**src/sv/arpag_pkg.sv**
```systemverilog
// ----------------------------------------------------------------------------
// arpag_pkg
// Shared widths, codes and status types for the ring peak gain control block.
// ----------------------------------------------------------------------------
package arpag_pkg;

   // ring geometry; both depths are powers of two
   localparam int RING_DEPTH    = 2048;
   localparam int WINDOW_LENGTH = 512;
   localparam int RING_AW       = $clog2(RING_DEPTH);

   localparam int SAMPLE_W = 16;
   localparam int GAIN_W   = 15;
   localparam int INDEX_W  = 9;
   localparam int TIME_W   = 32;
   localparam int KIND_W   = 2;

   // serial multiplier operand width and product width
   localparam int MUL_W  = 16;
   localparam int MPROD_W = 2 * MUL_W;
   // dividend of the scaling divide: gain times sample magnitude
   localparam int PROD_W = GAIN_W + SAMPLE_W;

   localparam int MUL_CW = $clog2(MUL_W + 1);
   localparam int DIV_CW = $clog2(PROD_W + 1);

   // item kinds
   localparam logic [KIND_W-1:0] KIND_CAPTURE = 2'd0;
   localparam logic [KIND_W-1:0] KIND_READ    = 2'd1;
   localparam logic [KIND_W-1:0] KIND_IDLE    = 2'd2;

   // register indexes
   localparam int CSR_IDX_W = 2;
   localparam int CSR_DATA_W = 16;
   localparam logic [CSR_IDX_W-1:0] CSR_CAPTURE_EN   = 2'd0;
   localparam logic [CSR_IDX_W-1:0] CSR_GAIN_TARGET  = 2'd1;
   localparam logic [CSR_IDX_W-1:0] CSR_DECAY_FACTOR = 2'd2;
   localparam logic [CSR_IDX_W-1:0] CSR_DECAY_PERIOD = 2'd3;

   // reset values
   localparam logic [GAIN_W-1:0]   GAIN_TARGET_RST  = 15'd31000;
   localparam logic [MUL_W-1:0]    DECAY_FACTOR_RST = 16'd62259;
   localparam logic [MUL_W-1:0]    DECAY_PERIOD_RST = 16'd1000;

   typedef struct packed {
      logic busy;
      logic done;
   } serial_stat_type;

endpackage

```
**src/sv/arpag_mul.sv**
```systemverilog
// ----------------------------------------------------------------------------
// arpag_mul
// Bit-serial shift-add multiplier, one multiplier bit per cycle.
// ----------------------------------------------------------------------------
module arpag_mul
   import arpag_pkg::*;
(
   input  logic                 clock,
   input  logic                 reset,
   input  logic                 start,
   input  logic [MUL_W-1:0]     a,
   input  logic [MUL_W-1:0]     b,
   output logic [MPROD_W-1:0]   prod,
   output serial_stat_type      stat
);

   logic [MUL_W-1:0]   a_ff;
   logic [MPROD_W-1:0] prod_ff, prod_in;
   logic [MUL_CW-1:0]  count_ff, count_in;
   logic               done_ff, done_in;
   logic [MUL_W:0]     sum;

   // upper half accumulates, low half shifts the multiplier out
   assign sum = {1'b0, prod_ff[MPROD_W-1:MUL_W]} + {1'b0, (prod_ff[0] ? a_ff : '0)};

   always_comb begin
      prod_in  = prod_ff;
      count_in = count_ff;
      done_in  = 1'b0;
      if (start) begin
         prod_in  = {{MUL_W{1'b0}}, b};
         count_in = MUL_CW'(MUL_W);
      end else if (count_ff != '0) begin
         prod_in  = {sum, prod_ff[MUL_W-1:1]};
         count_in = count_ff - 1'b1;
         done_in  = (count_ff == MUL_CW'(1));
      end
   end

   always_ff @(posedge clock) begin
      if (reset) begin
         count_ff <= '0;
         done_ff  <= 1'b0;
      end else begin
         count_ff <= count_in;
         done_ff  <= done_in;
      end
   end

   always_ff @(posedge clock) begin
      prod_ff <= prod_in;
      if (start) begin
         a_ff <= a;
      end
   end

   assign prod      = prod_ff;
   assign stat.busy = (count_ff != '0);
   assign stat.done = done_ff;

endmodule

```
**config.mk**
```make
export PLATFORM = sky130hd
export DESIGN_NAME = arpag_mul
export DESIGN_NICKNAME = d
export VERILOG_FILES = /design/src/sv/arpag_pkg.sv /design/src/sv/arpag_mul.sv
export SDC_FILE = /design/constraint.sdc
export NUM_CORES = 1
export LEC_CHECK = 0
export BUFFER_PORTS_ARGS = -buffer_cell sky130_fd_sc_hd__buf_2
export CAP_MARGIN = 20
export CORE_ASPECT_RATIO = 0.5
export CORE_MARGIN = 5
export CORE_UTILIZATION = 54
export CTS_BUF_LIST = sky130_fd_sc_hd__clkbuf_4 sky130_fd_sc_hd__clkbuf_8 sky130_fd_sc_hd__clkbuf_16
export DETAILED_ROUTE_END_ITERATION = 6
export GPL_TIMING_DRIVEN = 0
export PLACE_DENSITY = 0.8
export REMOVE_ABC_BUFFERS = 1
export SYNTH_ARGS = -nofsm -noshare
export SYNTH_HDL_FRONTEND = slang
export SYNTH_SLANG_ARGS = --single-unit
```
**constraint.sdc**
```tcl
create_clock -name clock -period 3 [get_ports clock]
set_clock_uncertainty 0.1 [all_clocks]
set_input_delay 0.6 -clock clock [delete_from_list [all_inputs] [get_ports clock]]
set_output_delay 0.6 -clock clock [all_outputs]
set_load 0.05 [all_outputs]
```
# After elaboration in Yosys (flattened, before gate mapping)
# Index checks and enable logic that the tools add are counted.
# totals
regBits	54
out_inout_bits	34
# op_classes
add_sub_neg	2
eq_ne	1
muxes	5
bitwise	1
reduce_logical	4
# op_table
operator	count
$mux 16	3
$add 16x16->17	1
$mux 5	2
$eq 5x1->1 const B	1
$reduce_bool 5->1	1
$sub 5x1->5 const B	1
$reduce_or 3->1	1
$reduce_bool 2->1	1
$reduce_or 2->1	1
$not 1->1	1

# Depth between registers and ports, before layout
# depth
word_depth	4
depth_mapped	9

# Least setup slack after synthesis
# OpenSTA, ideal clock, no wires.
# synth_timing
path_type	reg2reg
startpoint	register prod_ff[0] (netlist: prod[0])
endpoint	register prod_ff[29] (netlist: prod[29])
setup_ns	0.122
t_arrival_ns	2.464
required_time_ns	2.778
slack_ns	0.314
stages_incl_launch_ff	10
n_path_buf	1
period_less_slack_ns	2.686
path_cell_list	edfxtp_1 clkbuf_1 and2_1 ha_1 fa_1 a21oi_1 o211ai_2 nand3_1 o21ai_0 a221o_1
# synth_via
elab_chain_len	2
# synth_lines
element	line_no	text
start: declaration	arpag_mul.sv:18	logic [MPROD_W-1:0] prod_ff, prod_in;
start signal: assignment	arpag_mul.sv:51	prod_ff <= prod_in;
$mux 16	arpag_mul.sv:24	assign sum = {1'b0, prod_ff[MPROD_W-1:MUL_W]} + {1'b0, (prod_ff[0] ? a_ff : '0)};
$add 16x16->17	arpag_mul.sv:24	
# No other way between the ends.
# A chain may end at the register's enable or synchronous reset.

# Final worst setup path
# Ends and elaborated chain as after synthesis.

==> results_dict.tcl <==
set metrics [dict create \
    crit_path_start_kind "flip-flop" \
    grt_overflow 0 \
    area_growth_syn_to_layout_pct 18.1 \
    fp.dieH_microns 62.4 \
    peakVddDrop_mv 0.444 \
    pin_count 69 \
    crit_fanout 17 \
    synth_area_sq_um 2970 \
    grt_usage_pct 20.2 \
    async_reset_ff_share_pct 0 \
    hold-worst-slack_ns 0.352 \
    fp.dieArea_sq_um 7170 \
    total_power_uw 2830 \
    synthFlopType "edfxtp_1" \
    cts_resized 0 \
    ys_ff_latch 54 \
    place_inst 402 \
    worstHoldPathType "in2reg" \
    wl_per_cell_microns 16.8 \
    pre_cts_ws_ns -0.653 \
    initial_utilization_pct 55.0 \
    worst_pin_slew_ns 0.664 \
    grt_start_max_net_pins 62 \
    path_class "reg2reg" \
    final_util_pct 64.9 \
    rsz0062_at_grt "false" \
    cts.reportedPaths.clkPinSlew_ns 0.11 \
    drive_above_1_share_pct 32.3 \
    antenna_cells 0 \
    drc 0 \
    leakagePower_uw 0.00155 \
    n_fill_cell 418 \
    htreeDepth 2 \
    synth_edf_count 32 \
    wirelength_microns 6940 \
    via_per_inst 5.80 \
    slew_violations 0 \
    finalCritPeriodShare_pct 93.4 \
    timing_hold_violations_final 0 \
    layoutNonFillerInstCount 414 \
    power_density_nw_per_um2 806 \
    syn_inst 274 \
    cap_viol_max_count 0 \
    insertion_delay_ns 0.31 \
    synth.distinct_cells 55 \
    grt_pass1_wl_microns 11700 \
    final_common_cell "buf_2" \
    place_hpwl_microns 4740 \
    ctsHoldBuffers 0 \
    cts_root_buffer "clkbuf_8" \
    cts_buffers 5 \
    vias 2402 \
    seq_area_frac_synth_pct 47.2 \
    cp.required_ns 3.10 \
    rows 19 \
    die_x_microns 115 \
    place.port_buffers 68 \
    final_cell_mix "buf_2 (68), edfxtp_1 (32), dfxtp_1 (22)" \
    syn_avg_cell_area_sq_um 10.8 \
    critPathArrivalTime_ns 2.91 \
    coreArea_sq_um 5400 \
    slew_headroom_pct 55.7 \
    place_congestion 0.930 \
    cts_tree "yes" \
    fmax_mhz 357 \
    outcome "finished clean" \
    first_iter_violations 172 \
    end_kind "flip-flop" \
    fin_nets 394 \
    clockBufferDepth 2 \
    firstDrtPassIters 4 \
    fin_crit_ns 2.80 \
    drt.antenna.violating_nets 0 \
    synth_warnings 0 \
    grt_pass1_vias 2418 \
    setup_viol 0 \
    fin_ws_ns 0.198 \
    antenna_found_initial 0 \
    cts.sinks 54 \
]
[kinds of logic after synthesis]
logic type / share of synthesized area, %
AO/OA/AOI/OAI: 14.8
XOR/XNOR: 2.07
adder cells (fa/ha/maj): 8.27
buffers and inverters: 2.78
flip-flops: 47.2
multiplexers: 6.41
AND/OR/NAND/NOR: 18.4
[power by group]
| part | total, uW | internal [uW] | switching, uW |
|---|---|---|---|
| Sequential | 1040 | 941 | 104 |
| Clock | 513 | 254 | 259 |
| Combinational | 1270 | 383 | 885 |
[synthesized netlist by cell type (2+ instances only)]
| cell type | n | area [sq um] |
|---|---|---|
| o21ai_0 | 7 | 35.0 |
| and2_1 | 20 | 125 |
| nor3_1 | 7 | 35.0 |
| or3_1 | 3 | 18.8 |
| a21oi_1 | 16 | 80.1 |
| nor4_1 | 3 | 18.8 |
| a211o_1 | 2 | 17.5 |
| mux2_2 | 16 | 180 |
| nand3b_1 | 9 | 67.6 |
| clkbuf_1 | 5 | 18.8 |
| a21o_2 | 2 | 17.5 |
| a21o_1 | 8 | 60.1 |
| buf_2 | 6 | 30.0 |
| xnor2_1 | 5 | 43.8 |
| edfxtp_1 | 32 | 961 |
| nand2_1 | 21 | 78.8 |
| ha_1 | 18 | 225 |
| a211oi_1 | 2 | 15.0 |
| xor2_1 | 2 | 17.5 |
| dfxtp_1 | 22 | 440 |
| inv_1 | 6 | 22.5 |
| nand3_1 | 14 | 70.1 |
| and3_1 | 3 | 18.8 |
| nor2_1 | 14 | 52.6 |
[worst max-delay path, stage by stage, from the launching register on]
cell	delay, ns
edfxtp_1	0.63
and2_1	0.25
ha_1	0.21
fa_1	0.42
a21oi_1	0.32
o211ai_2	0.18
nand3_1	0.18
o21ai_0	0.11
a221o_1	0.29
[layout make-up]
cell class	count	area [sq um]	share of cell area (%)
multi-input cells	202	1500	42.7
flip-flops and latches	54	1400	40.0
repair buffers	71	375	10.7
well taps	73	91.3	2.61
clock buffers	5	68.8	1.96
clock inverters	3	47.5	1.36
inverters	6	22.5	0.643
[sequential cells by signal (all words and copies together), names as in the netlist]
signal    flops
a_ff         16
prod         32
done_ff       1
count_ff      5
[layer usage]
metal	share of wire [%]	wire length (microns)	vias to the layer above	GRT usage (%)
met4	0.55	38	0	5.12
met2	51	3570	85	34.9
met3	6.7	466	7	4.45
met5	0	0	-	0
met1	41	2860	1153	25.6
li1	-	-	1157	-
[timing repair]
action                     4_1_cts  5_1_grt
hold endpoints to repair         0        0
setup endpoints to repair       22        0
buffers inserted                 1        0
[worst paths after layout]
kind	from	endpoint	slack (ns)	cells past startpoint
max	prod[0]	prod[29]	0.20	8
min reg2reg	prod[19]	prod[19]	0.38	2
max reg2reg	prod[0]	prod[29]	0.20	8
min	a[1]	a_ff[1]	0.35	1
[per-stage QoR]
step | setup TNS, ns | area [sq um]
floorplan | 0 | 2910
global placement | -8.38 | 3340
detailed placement | -11.25 | 3340
CTS | 0 | 3480
global route | 0 | 3500
finish | 0 | 3500
No activity file was read; power rests on OpenSTA's default activity.
