<file path="config.mk">
export PLATFORM = sky130hd
export DESIGN_NAME = arpag_div
export DESIGN_NICKNAME = d
export VERILOG_FILES = /design/src/sv/arpag_pkg.sv /design/src/sv/arpag_div.sv
export SDC_FILE = /design/constraint.sdc
export NUM_CORES = 1
export LEC_CHECK = 0
export ABC_AREA = 0
export BUFFER_PORTS_ARGS = -buffer_cell sky130_fd_sc_hd__buf_4
export CAP_MARGIN = 40
export CORE_MARGIN = 3
export CORE_UTILIZATION = 24
export DETAILED_ROUTE_END_ITERATION = 8
export GPL_TIMING_DRIVEN = 0
export HOLD_SLACK_MARGIN = 0.06
export PLACE_DENSITY = 0.39
export SYNTH_ARGS = -nofsm -noshare
export SYNTH_HDL_FRONTEND = slang
export SYNTH_SLANG_ARGS = --single-unit
</file>
<file path="constraint.sdc">
create_clock -name clock -period 3.7 [get_ports clock]
set_input_delay 0.555 -clock clock [delete_from_list [all_inputs] [get_ports clock]]
set_output_delay 0.555 -clock clock [all_outputs]
set_load 0.01 [all_outputs]
</file>
<file path="src/sv/arpag_pkg.sv">
// ----------------------------------------------------------------------------
// arpag_pkg
// Shared widths, codes and status types for the ring peak gain control block.
// ----------------------------------------------------------------------------
package arpag_pkg;

   // ring geometry; both depths are powers of two
   localparam int RING_DEPTH    = 2048;
   localparam int WINDOW_LENGTH = 512;
   localparam int RING_AW       = $clog2(RING_DEPTH);

   localparam int SAMPLE_W = 16;
   localparam int GAIN_W   = 15;
   localparam int INDEX_W  = 9;
   localparam int TIME_W   = 32;
   localparam int KIND_W   = 2;

   // serial multiplier operand width and product width
   localparam int MUL_W  = 16;
   localparam int MPROD_W = 2 * MUL_W;
   // dividend of the scaling divide: gain times sample magnitude
   localparam int PROD_W = GAIN_W + SAMPLE_W;

   localparam int MUL_CW = $clog2(MUL_W + 1);
   localparam int DIV_CW = $clog2(PROD_W + 1);

   // item kinds
   localparam logic [KIND_W-1:0] KIND_CAPTURE = 2'd0;
   localparam logic [KIND_W-1:0] KIND_READ    = 2'd1;
   localparam logic [KIND_W-1:0] KIND_IDLE    = 2'd2;

   // register indexes
   localparam int CSR_IDX_W = 2;
   localparam int CSR_DATA_W = 16;
   localparam logic [CSR_IDX_W-1:0] CSR_CAPTURE_EN   = 2'd0;
   localparam logic [CSR_IDX_W-1:0] CSR_GAIN_TARGET  = 2'd1;
   localparam logic [CSR_IDX_W-1:0] CSR_DECAY_FACTOR = 2'd2;
   localparam logic [CSR_IDX_W-1:0] CSR_DECAY_PERIOD = 2'd3;

   // reset values
   localparam logic [GAIN_W-1:0]   GAIN_TARGET_RST  = 15'd31000;
   localparam logic [MUL_W-1:0]    DECAY_FACTOR_RST = 16'd62259;
   localparam logic [MUL_W-1:0]    DECAY_PERIOD_RST = 16'd1000;

   typedef struct packed {
      logic busy;
      logic done;
   } serial_stat_type;

endpackage

</file>
<file path="src/sv/arpag_div.sv">
// ----------------------------------------------------------------------------
// arpag_div
// Bit-serial restoring divider, one quotient bit per cycle.
// ----------------------------------------------------------------------------
module arpag_div
   import arpag_pkg::*;
(
   input  logic                 clock,
   input  logic                 reset,
   input  logic                 start,
   input  logic [PROD_W-1:0]    dividend,
   input  logic [MUL_W-1:0]     divisor,
   output logic [PROD_W-1:0]    quotient,
   output serial_stat_type      stat
);

   logic [MUL_W-1:0]  den_ff;
   logic [MUL_W-1:0]  rem_ff, rem_in;
   logic [PROD_W-1:0] quo_ff, quo_in;
   logic [DIV_CW-1:0] count_ff, count_in;
   logic              done_ff, done_in;
   logic [MUL_W:0]    trial;
   logic [MUL_W+1:0]  diff;
   logic              fits;

   // remainder stays below the divisor, so 16 bits hold it
   assign trial = {rem_ff, quo_ff[PROD_W-1]};
   assign diff  = {1'b0, trial} - {2'b0, den_ff};
   assign fits  = ~diff[MUL_W+1];

   always_comb begin
      rem_in   = rem_ff;
      quo_in   = quo_ff;
      count_in = count_ff;
      done_in  = 1'b0;
      if (start) begin
         rem_in   = '0;
         quo_in   = dividend;
         count_in = DIV_CW'(PROD_W);
      end else if (count_ff != '0) begin
         rem_in   = fits ? diff[MUL_W-1:0] : trial[MUL_W-1:0];
         quo_in   = {quo_ff[PROD_W-2:0], fits};
         count_in = count_ff - 1'b1;
         done_in  = (count_ff == DIV_CW'(1));
      end
   end

   always_ff @(posedge clock) begin
      if (reset) begin
         count_ff <= '0;
         done_ff  <= 1'b0;
      end else begin
         count_ff <= count_in;
         done_ff  <= done_in;
      end
   end

   always_ff @(posedge clock) begin
      rem_ff <= rem_in;
      quo_ff <= quo_in;
      if (start) begin
         den_ff <= divisor;
      end
   end

   assign quotient  = quo_ff;
   assign stat.busy = (count_ff != '0);
   assign stat.done = done_ff;

endmodule

</file>
Word-level counts from Yosys, hierarchy flattened --
Index checks and enable logic that the tools add are counted.
Storage, ports and cells: register bits after elaboration 69, input bits 50, output and inout port bits 33
Cells by class: $add $sub $neg 2, equality and inequality tests 1, mux-type cells 5, bitwise logic cells 2, reductions and logical operators 3
Operators with widths (number):
- 2-to-1 mux 31 bit | 2
- subtractor 17 x 16 -> 18 bit | 1
- 2-to-1 mux 16 bit | 1
- 2-to-1 mux 5 bit | 2
- equality test 5 x 1 -> 1 bit, second input constant | 1
- nonzero test 5 bit | 1
- subtractor 5 x 1 -> 5 bit, second input constant | 1
- OR reduction 3 bit | 1
- inverter 1 bit | 2
- nonzero test 2 bit | 1

Logic depth before layout (Yosys ltp) --
depth in word-level cells 4, gate-level depth with buffers 11, gate-level depth less buffers 11

Worst setup path after synthesis --
No wires, ideal clock.
kind input -> register, from in start, to reg quo_ff[0], in the netlist quotient[0], enable pin, setup time 0.393 ns, arrival 1.995 ns, slack 1.312 ns, cell stages on the path 3, buffers on the path 2, cells stage by stage clkbuf_1 -> clkbuf_1 -> nand2b_1
Between the ends: longest elaborated chain between the ends 1
RTL lines:
- start, declared | RTL line arpag_div.sv:10 | input logic start,
- nonzero test 2 bit (no line)
- end signal, assigned | RTL line arpag_div.sv:60 | quo_ff <= quo_in;
- end, declared | RTL line arpag_div.sv:19 | logic [PROD_W-1:0] quo_ff, quo_in;
No other way between the ends. A chain may end at the register's enable or synchronous reset.

Final worst setup path --
from reg count_ff[0], to reg quo_ff[7], in the netlist quotient[7], enable pin
Between the ends: longest elaborated chain between the ends 2
RTL lines:
- start, declared | RTL line arpag_div.sv:20 | logic [DIV_CW-1:0] count_ff, count_in;
- start signal, assigned | RTL line arpag_div.sv:53 | count_ff <= count_in;
- nonzero test 5 bit | RTL line arpag_div.sv:40 | end else if (count_ff != '0) begin
- nonzero test 2 bit (no line)
No other way between the ends.

==> out/results.ini <==
[sta]
final_max_slew_viol_count=0
grt_setup_unrepaired=no
worstMarginPinSlew_ns=0.789
finalCritPeriodShare=0.733
finalSetupViolations=0
hold_viol=0
max_slew_margin=0.474
fin_crit_ns=2.71
fmax_mhz=369
clock_skew_ns=0.0101
finalWorstSetupSlack_ns=0.987
tns_ns=0

[die]
start_util=0.248
dieArea_sq_mm=0.0168
die-width_um=130
die_h_um=130
core-area_sq_mm=0.0148
ios=83
row_count=44

[pwr]
switching_share=0.317
combPwrFrac=0.319
ir_drop_mv=0.242
seqPwrFrac=0.374
p_leak_uw=0.00199
pwr-share-clk=0.307
p_switching_uw=883
p_int_uw=1900
p_per_area_mw_per_mm2=580

[global_routing]
antenna_found_initial=0
grt_max_degree=32
overflow=0
grtUsageTotal=0.118
first_global_vias=3009
grt_pass1_wl_um=15200

[synthesis]
synth_top_flop_cell=edfxtp_1
yosysWarnings=0
synth-edff-count=47
ys_ff_latch=69
syn-cell-area_sq_mm=0.00366
syn_nets=403
syn_avg_cell_area_sq_um=11.0
ys_types=46
postSynthCellCount=333
synthArstFlopShare=0
synth_seq_area_share=0.505

[placement]
place_worst_setup_slack_ns=0.724
place_area_sq_mm=0.00451
place_congestion=0.757
io_buffers=82
dp_hpwl_um=6840

[worst_setup_path]
crit_required_ns=3.60
path_cells=inv_1 -> ha_1 -> nor4b_1 -> clkbuf_1 -> nand2b_2
cpPeakStageDelay_ns=0.60
crit_path_max_fanout=31
start_kind=flip-flop
path_class=reg2reg
arrival_ns=2.62
cp-end-kind=flip-flop
cp_slowest_cell=nand2b_2

[clocking]
cts_tree=built
path_clk_slew_ns=0.06
cts_hold_buffers=0
clock-sinks=69
clk_latency_ns=0.34
post_cts_buffers=0
cts_buffers=9
h-tree-depth=3
clockRootBuffer=clkbuf_16
post_cts_resized=0
cts_buffer_depth=2

[route]
drcViolationCount=0
vias=2799
wire_per_inst_um=15.1
postRouteAntennaNets=0
drtPass1Iterations=4
drtIter0Drc=118
routed_wirelength_um=9260
via_per_inst=4.55

[finish]
layout_common_cells=84 x buf_4, 47 x edfxtp_1, 32 x mux2_2, 32 x nor2_1, 24 x inv_1
layout.nets=496
drive_gt1_frac=0.313
num-fill-cells=1539
diodes=0
stdcell_area_sq_mm=0.00480
final_common_cell=buf_4
area_growth_pct=31.1

[flow_run]
cap_viol_max_count=0

[hold_path]
hold_path.class=in2reg

[outcome]
status=completed

worst max-delay path, delay by kind of cell (launching register included):
kind	cells	cell delay [ns]
fa+ha+maj	1	0.19
flops	1	0.35
simple gates	2	1.08
buf+inv	2	0.65
worst paths after layout:
kind / startpoint / to / slack [ns] / cells after the start
min reg2reg: rem_ff[2]$_SDFFE_PP0P_ / rem_ff[2]$_SDFFE_PP0P_ / 0.47 / 2
max reg2reg: count_ff[0]$_SDFFE_PP0P_ / quotient[7]$_DFFE_PP_ / 0.99 / 5
max: count_ff[0]$_SDFFE_PP0P_ / quotient[7]$_DFFE_PP_ / 0.99 / 5
min: divisor[11] / den_ff[11]$_DFFE_PP_ / 0.39 / 1
state kept, by name, summed over array words and instances (netlist names):
register  flops
quotient     31
den_ff       16
done_ff       1
count_ff      5
rem_ff       16
power groups by stage:
stage                     combinational, uW  sequential [uW]  clock [uW]
after floorplan                         605             1060           0
after global placement                  906             1060           0
after detailed placement                898             1060           0
after CTS                               904             1040         896
after global routing                   1000             1060         927
final                                   888             1040         856
cells in the mapped netlist, drive strengths merged, types with 11 or more instances:
| cell | n | area, sq um |
|---|---|---|
| a21oi | 20 | 100 |
| clkbuf | 13 | 48.8 |
| ha | 19 | 238 |
| nand2 | 17 | 63.8 |
| edfxtp | 47 | 1410 |
| a211oi | 11 | 82.6 |
| nor2 | 32 | 120 |
| mux2 | 32 | 360 |
| inv | 24 | 90.1 |
| dfxtp | 22 | 440 |
kinds of logic after synthesis:
kind of cell / share of synthesized area
compound gates: 0.120
xor+xnor: 0.0287
fa+ha+maj: 0.0704
buf+inv: 0.0464
flops: 0.505
mux: 0.123
simple gates: 0.107
stage by stage:
stage	utilization	cells	total power (uW)	hold WS, ns
after floorplan	-	333	1660	0.446
after global placement	0.306	599	1960	0.467
after detailed placement	0.306	599	1950	0.475
after CTS	0.326	615	2840	0.374
after global routing	0.326	615	2990	0.367
final	0.326	615	2780	0.392
metal layers:
| metal | vias to the layer above | GRT usage | share of wire |
|---|---|---|---|
| li1 | 1405 | - | - |
| met2 | 75 | 0.180 | 0.44 |
| met4 | 0 | 0.0312 | 0.0084 |
| met3 | 6 | 0.0643 | 0.094 |
| met5 | - | 0 | 0 |
| met1 | 1313 | 0.145 | 0.45 |
area by class of cell:
| class | instances | area (sq um) | share of cell area |
|---|---|---|---|
| multi-input cells | 223 | 1640 | 0.342 |
| plain buffers | 17 | 80.1 | 0.0167 |
| clock inverters | 5 | 58.8 | 0.0122 |
| flip-flops and latches | 69 | 1850 | 0.386 |
| inverters | 24 | 90.1 | 0.0188 |
| repair buffers | 82 | 616 | 0.128 |
| clock buffers | 11 | 233 | 0.0485 |
| well taps | 184 | 230 | 0.0479 |
No activity file was read; power rests on OpenSTA's default activity.
